$ cat config.mk
export PLATFORM = sky130hd
export DESIGN_NAME = dq_chain
export DESIGN_NICKNAME = d
export VERILOG_FILES = /design/src/hdl/dq_pkg.sv /design/src/hdl/dq_cell.sv /design/src/hdl/dq_chain.sv
export SDC_FILE = /design/constraint.sdc
export NUM_CORES = 2
export LEC_CHECK = 0
export BUFFER_PORTS_ARGS = -buffer_cell sky130_fd_sc_hd__buf_2
export CORE_MARGIN = 2
export CORE_UTILIZATION = 40
export DETAILED_ROUTE_END_ITERATION = 16
export GPL_ROUTABILITY_DRIVEN = 1
export SETUP_SLACK_MARGIN = 0.2
export SLEW_MARGIN = 20
export SYNTH_ARGS = -nofsm -noshare
export SYNTH_HDL_FRONTEND = slang
export SYNTH_HIERARCHICAL = 1
export SYNTH_SLANG_ARGS = --single-unit
$ cat constraint.sdc
create_clock -name clk -period 2.7 [get_ports clk]
set_input_delay 0.135 -clock clk [delete_from_list [all_inputs] [get_ports clk]]
set_output_delay 0.135 -clock clk [all_outputs]
set_load 0.02 [all_outputs]
$ cat src/hdl/dq_pkg.sv
// Shared types and constants for the double-ended queue.
package dq_pkg;

  localparam int DEPTH_DEF      = 64;
  localparam int VALUE_BITS_DEF = 32;

  localparam int OPCODE_W = 3;
  localparam int DATA_W   = 32;
  localparam int STATUS_W = 2;
  localparam int COUNT_W  = 7;

  typedef enum logic [OPCODE_W-1:0] {
    OP_PUSH_BACK  = 3'd0,
    OP_PUSH_FRONT = 3'd1,
    OP_POP_FRONT  = 3'd2,
    OP_POP_BACK   = 3'd3,
    OP_REVERSE    = 3'd4,
    OP_QUERY      = 3'd5
  } opcode_t;

  typedef enum logic [STATUS_W-1:0] {
    ST_OK        = 2'd0,
    ST_POP_EMPTY = 2'd1,
    ST_PUSH_FULL = 2'd2
  } status_t;

  typedef struct packed {
    logic [OPCODE_W-1:0] opcode;
    logic [DATA_W-1:0]   value;
  } op_item_t;

  typedef struct packed {
    logic [STATUS_W-1:0] status;
    logic [DATA_W-1:0]   front_value;
    logic [DATA_W-1:0]   back_value;
    logic [COUNT_W-1:0]  count;
    logic                is_empty;
  } res_item_t;

  // What one row of cells does in a given cycle.
  typedef struct packed {
    logic shift_in;
    logic append;
    logic shift_out;
  } chain_cmd_t;

endpackage

$ cat src/hdl/dq_cell.sv
// One storage cell of a row: loads from a neighbour or from the incoming value.
module dq_cell #(
  parameter int WIDTH = dq_pkg::VALUE_BITS_DEF
) (
  input  logic               clk,
  input  dq_pkg::chain_cmd_t cmd,
  input  logic               hit,
  input  logic [WIDTH-1:0]   value,
  input  logic [WIDTH-1:0]   lower,
  input  logic [WIDTH-1:0]   upper,
  output logic [WIDTH-1:0]   q
);

  always_ff @(posedge clk) begin
    if (cmd.shift_in) begin
      q <= lower;
    end else if (cmd.shift_out) begin
      q <= upper;
    end else if (cmd.append && hit) begin
      q <= value;
    end
  end

endmodule

$ cat src/hdl/dq_chain.sv
// A row of cells packed towards cell zero; cell zero holds the end that shifts in and out.
module dq_chain #(
  parameter int DEPTH = dq_pkg::DEPTH_DEF,
  parameter int WIDTH = dq_pkg::VALUE_BITS_DEF,
  parameter int CNT_W = $clog2(DEPTH + 1)
) (
  input  logic               clk,
  input  dq_pkg::chain_cmd_t cmd,
  input  logic [CNT_W-1:0]   cnt,
  input  logic [WIDTH-1:0]   value,
  output logic [WIDTH-1:0]   head
);

  logic [WIDTH-1:0] q [DEPTH];

  for (genvar i = 0; i < DEPTH; i++) begin : g_cell
    logic [WIDTH-1:0] lower;
    logic [WIDTH-1:0] upper;
    logic             hit;

    if (i == 0) begin : g_first
      assign lower = value;
    end else begin : g_lower
      assign lower = q[i-1];
    end

    if (i == DEPTH - 1) begin : g_last
      assign upper = q[i];
    end else begin : g_upper
      assign upper = q[i+1];
    end

    // An append lands in the first free cell, which sits at the current count.
    assign hit = (cnt == CNT_W'(i));

    dq_cell #(
      .WIDTH(WIDTH)
    ) u_cell (
      .clk  (clk),
      .cmd  (cmd),
      .hit  (hit),
      .value(value),
      .lower(lower),
      .upper(upper),
      .q    (q[i])
    );
  end

  assign head = q[0];

endmodule

==> flow_summary.ini <==
[yosys]
ys_ff_latch = 2048
syn_area_per_cell_um2 = 11.89
synthTopCellsByArea = edfxtp_1, mux2i_1, o21ai_1, nand2_1, buf_12
synth_area_leader_cell = edfxtp_1
synth_nets = 9098
ys_types = 20
syn_inst = 9055
synth_seq_area_share = 0.5710
syn_area_um2 = 107700
synth_top_area_frac = 0.5710
yosysWarnings = 6

[routing]
vias_per_cell = 5.511
drt_wl_total_mm = 257.7
firstDrtPassIters = 5
wl_per_cell_um = 20.30
wl_met3_mm = 10.67
met2_length_mm = 122.3
routed.top_layer = met5
drc = 0
wl_met1_mm = 120.0
vias = 69960
final_antenna_net_count = 0
drt-initial-drc-count = 5880

[timing]
maxSlewViolCount = 0
setup_slack_ps = 919.8
slew_headroom = 0.4166
skew_ps = 76.15
fmax_mhz = 561.7
setup_viol = 0
fin_crit_ps = 1780
finalHoldViolCount = 0
fin_tns_setup_ps = 0
fin_crit_sh = 0.6593
rsz0062_at_grt = false
max_slew.worst_pin.slew_ps = 875.2

[setup_path]
crit_fanout = 55
startpoint_type = input pin
critPathLaunch = cmd[0]
endpoint = g_cell[2].u_cell/q[22]$_DFFE_PP_
required_ps = 3290
r2r_start = g_cell[33].u_cell/q[25]$_DFFE_PP_
critPathKind = input pin to flop
r2r_end = g_cell[32].u_cell/q[25]$_DFFE_PP_
arrival_ps = 2370
r2r_cells = 2
end_kind = flop
r2r_setup_slack_ps = 1480

[grt]
grt_max_degree = 173
overflow = 0
grt_pass1_vias = 71380
gr-usage-all-layers = 0.1840
grt_pass1_wl_mm = 408.6
antenna_found_initial = 2

[clock_network]
clk_pin_slew_worst_paths_ps = 60
cts_buffers = 220
clk_latency_ps = 890
htreeDepth = 4
cts_sinks = 2048
cts_setup_buffers = 0
cts.path.max_buffers = 3
clockRootBuffer = clkbuf_16
cts_tree = done

[cells_and_area]
largest_register_ffs = 2048
nFillCells = 24700
layout-drive-gt1-share = 0.07406
register_area_um2 = 61500
largest_register = g_cell.u_cell/q
area_growth_pct = 8.869
top_regs = g_cell.u_cell/q x2048
multi_input_area_um2 = 39450
num-nets-final = 9008

[placement]
hpwl_mm = 166.8
portBuffers = 74
gp_congestion = 0.8070
place_ws_ps = 419.0

[run]
maxCapViolations = 0

[floorplan]
die_w_um = 522.9
die_area_um2 = 273400
initial_core_util = 0.4020
num_io_pins = 75
die_y_um = 522.9
placementRows = 190
core_area_um2 = 267900

[power]
power.density_nw_per_um2 = 706.6
cellLeakagePower_nw = 46.60
vdd_drop_max_mv = 0.9011

[worst_hold_path]
hp-start = value[22]
hold_class = input pin to flop

[run_status]
outcome = complete, no violations
-- layer usage --
metal	vias up	global-route usage
met5	-	0
met4	2	0.04074
met3	314	0.02352
met2	1479	0.3053
met1	35180	0.2569
li1	32990	-
-- Yosys cell counts --
cell type,n
mux2i_1,2048
nand4b_1,4
nand3b_1,1
or4b_4,1
buf_6,64
clkbuf_1,72
or3_1,1
nand2_1,2048
o21ai_1,1856
a211o_1,64
buf_2,387
or3b_1,2
nand4bb_1,6
nand4_1,1
or4b_1,3
edfxtp_1,2048
nor2_1,64
or4_4,1
buf_12,192
o21ai_0,192
-- cells by family after synthesis --
logic type             after synthesis  synth area share
and+or+nand+nor                   2132           0.07542
buffers and inverters              715           0.06287
muxes                             2048            0.1903
DFF                               2048            0.5710
AOI/OAI and AO/OA                 2112            0.1004
-- power by group --
| group | switching [W] | internal (W) |
|---|---|---|
| clock network | 0.0132 | 0.0167 |
| registers | 0.00247 | 0.0403 |
| logic | 0.00615 | 0.00408 |
| total | 0.0218 | 0.0611 |
-- worst min-delay path by stage --
stage	end	slack [ps]	cells past startpoint
floorplan	g_cell[0].u_cell/q[0]$_DFFE_PP_	330	2
global placement	g_cell[27].u_cell/q[0]$_DFFE_PP_	540	2
detailed placement	g_cell[31].u_cell/q[31]$_DFFE_PP_	540	2
CTS	g_cell[25].u_cell/q[22]$_DFFE_PP_	10	3
global route	g_cell[33].u_cell/q[22]$_DFFE_PP_	50	3
finish	g_cell[25].u_cell/q[22]$_DFFE_PP_	80	3
-- cell type report --
class / count / share of cell area
sequential: 2048 / 0.5245
timing repair buffer: 403 / 0.04074
tap: 3552 / 0.03790
antenna: 1 / 0.00002134
multi-input combinational: 6292 / 0.3364
clock buffer: 272 / 0.04862
clock inverter: 126 / 0.01183
-- cell usage in the layout (no fill, tap or decap), types with 52 or more instances in the layout --
cell type  instances
buf_2             67
a211o_1           54
mux2i_1         2048
clkbuf_16        220
edfxtp_1        2048
nand2_1         2048
buf_4            157
o21ai_0          192
nor2_1            64
o21ai_1         1856
clkbuf_1          52
clkinv_1          52
buf_12           147
-- through the flow --
step	cells	util	hold slack, ps	instance area [um2]	total power (W)
CTS	12690	0.4376	11.54	117300	0.08362
detailed placement	12260	0.4100	542.4	109800	0.05364
floorplan	9055	-	326.2	107700	0.05018
finish	12690	0.4377	79.95	117300	0.08285
global placement	12260	0.4100	536.5	109800	0.05331
global route	12690	0.4377	49.43	117300	0.08643
-- critical path, cell delays in order --
cell and delay (ps):
dlygate4sd3_1 590, buf_12 300, buf_12 230, buf_12 360
buf_4 280, mux2i_1 230, o21ai_1 90
-- what timing repair did --
action / in CTS / in global routing
resized for setup: 0 / 0
hold buffers: 32 / 0
hold endpoints to repair: 515 / 0
(Power assumes the default switching activity.)
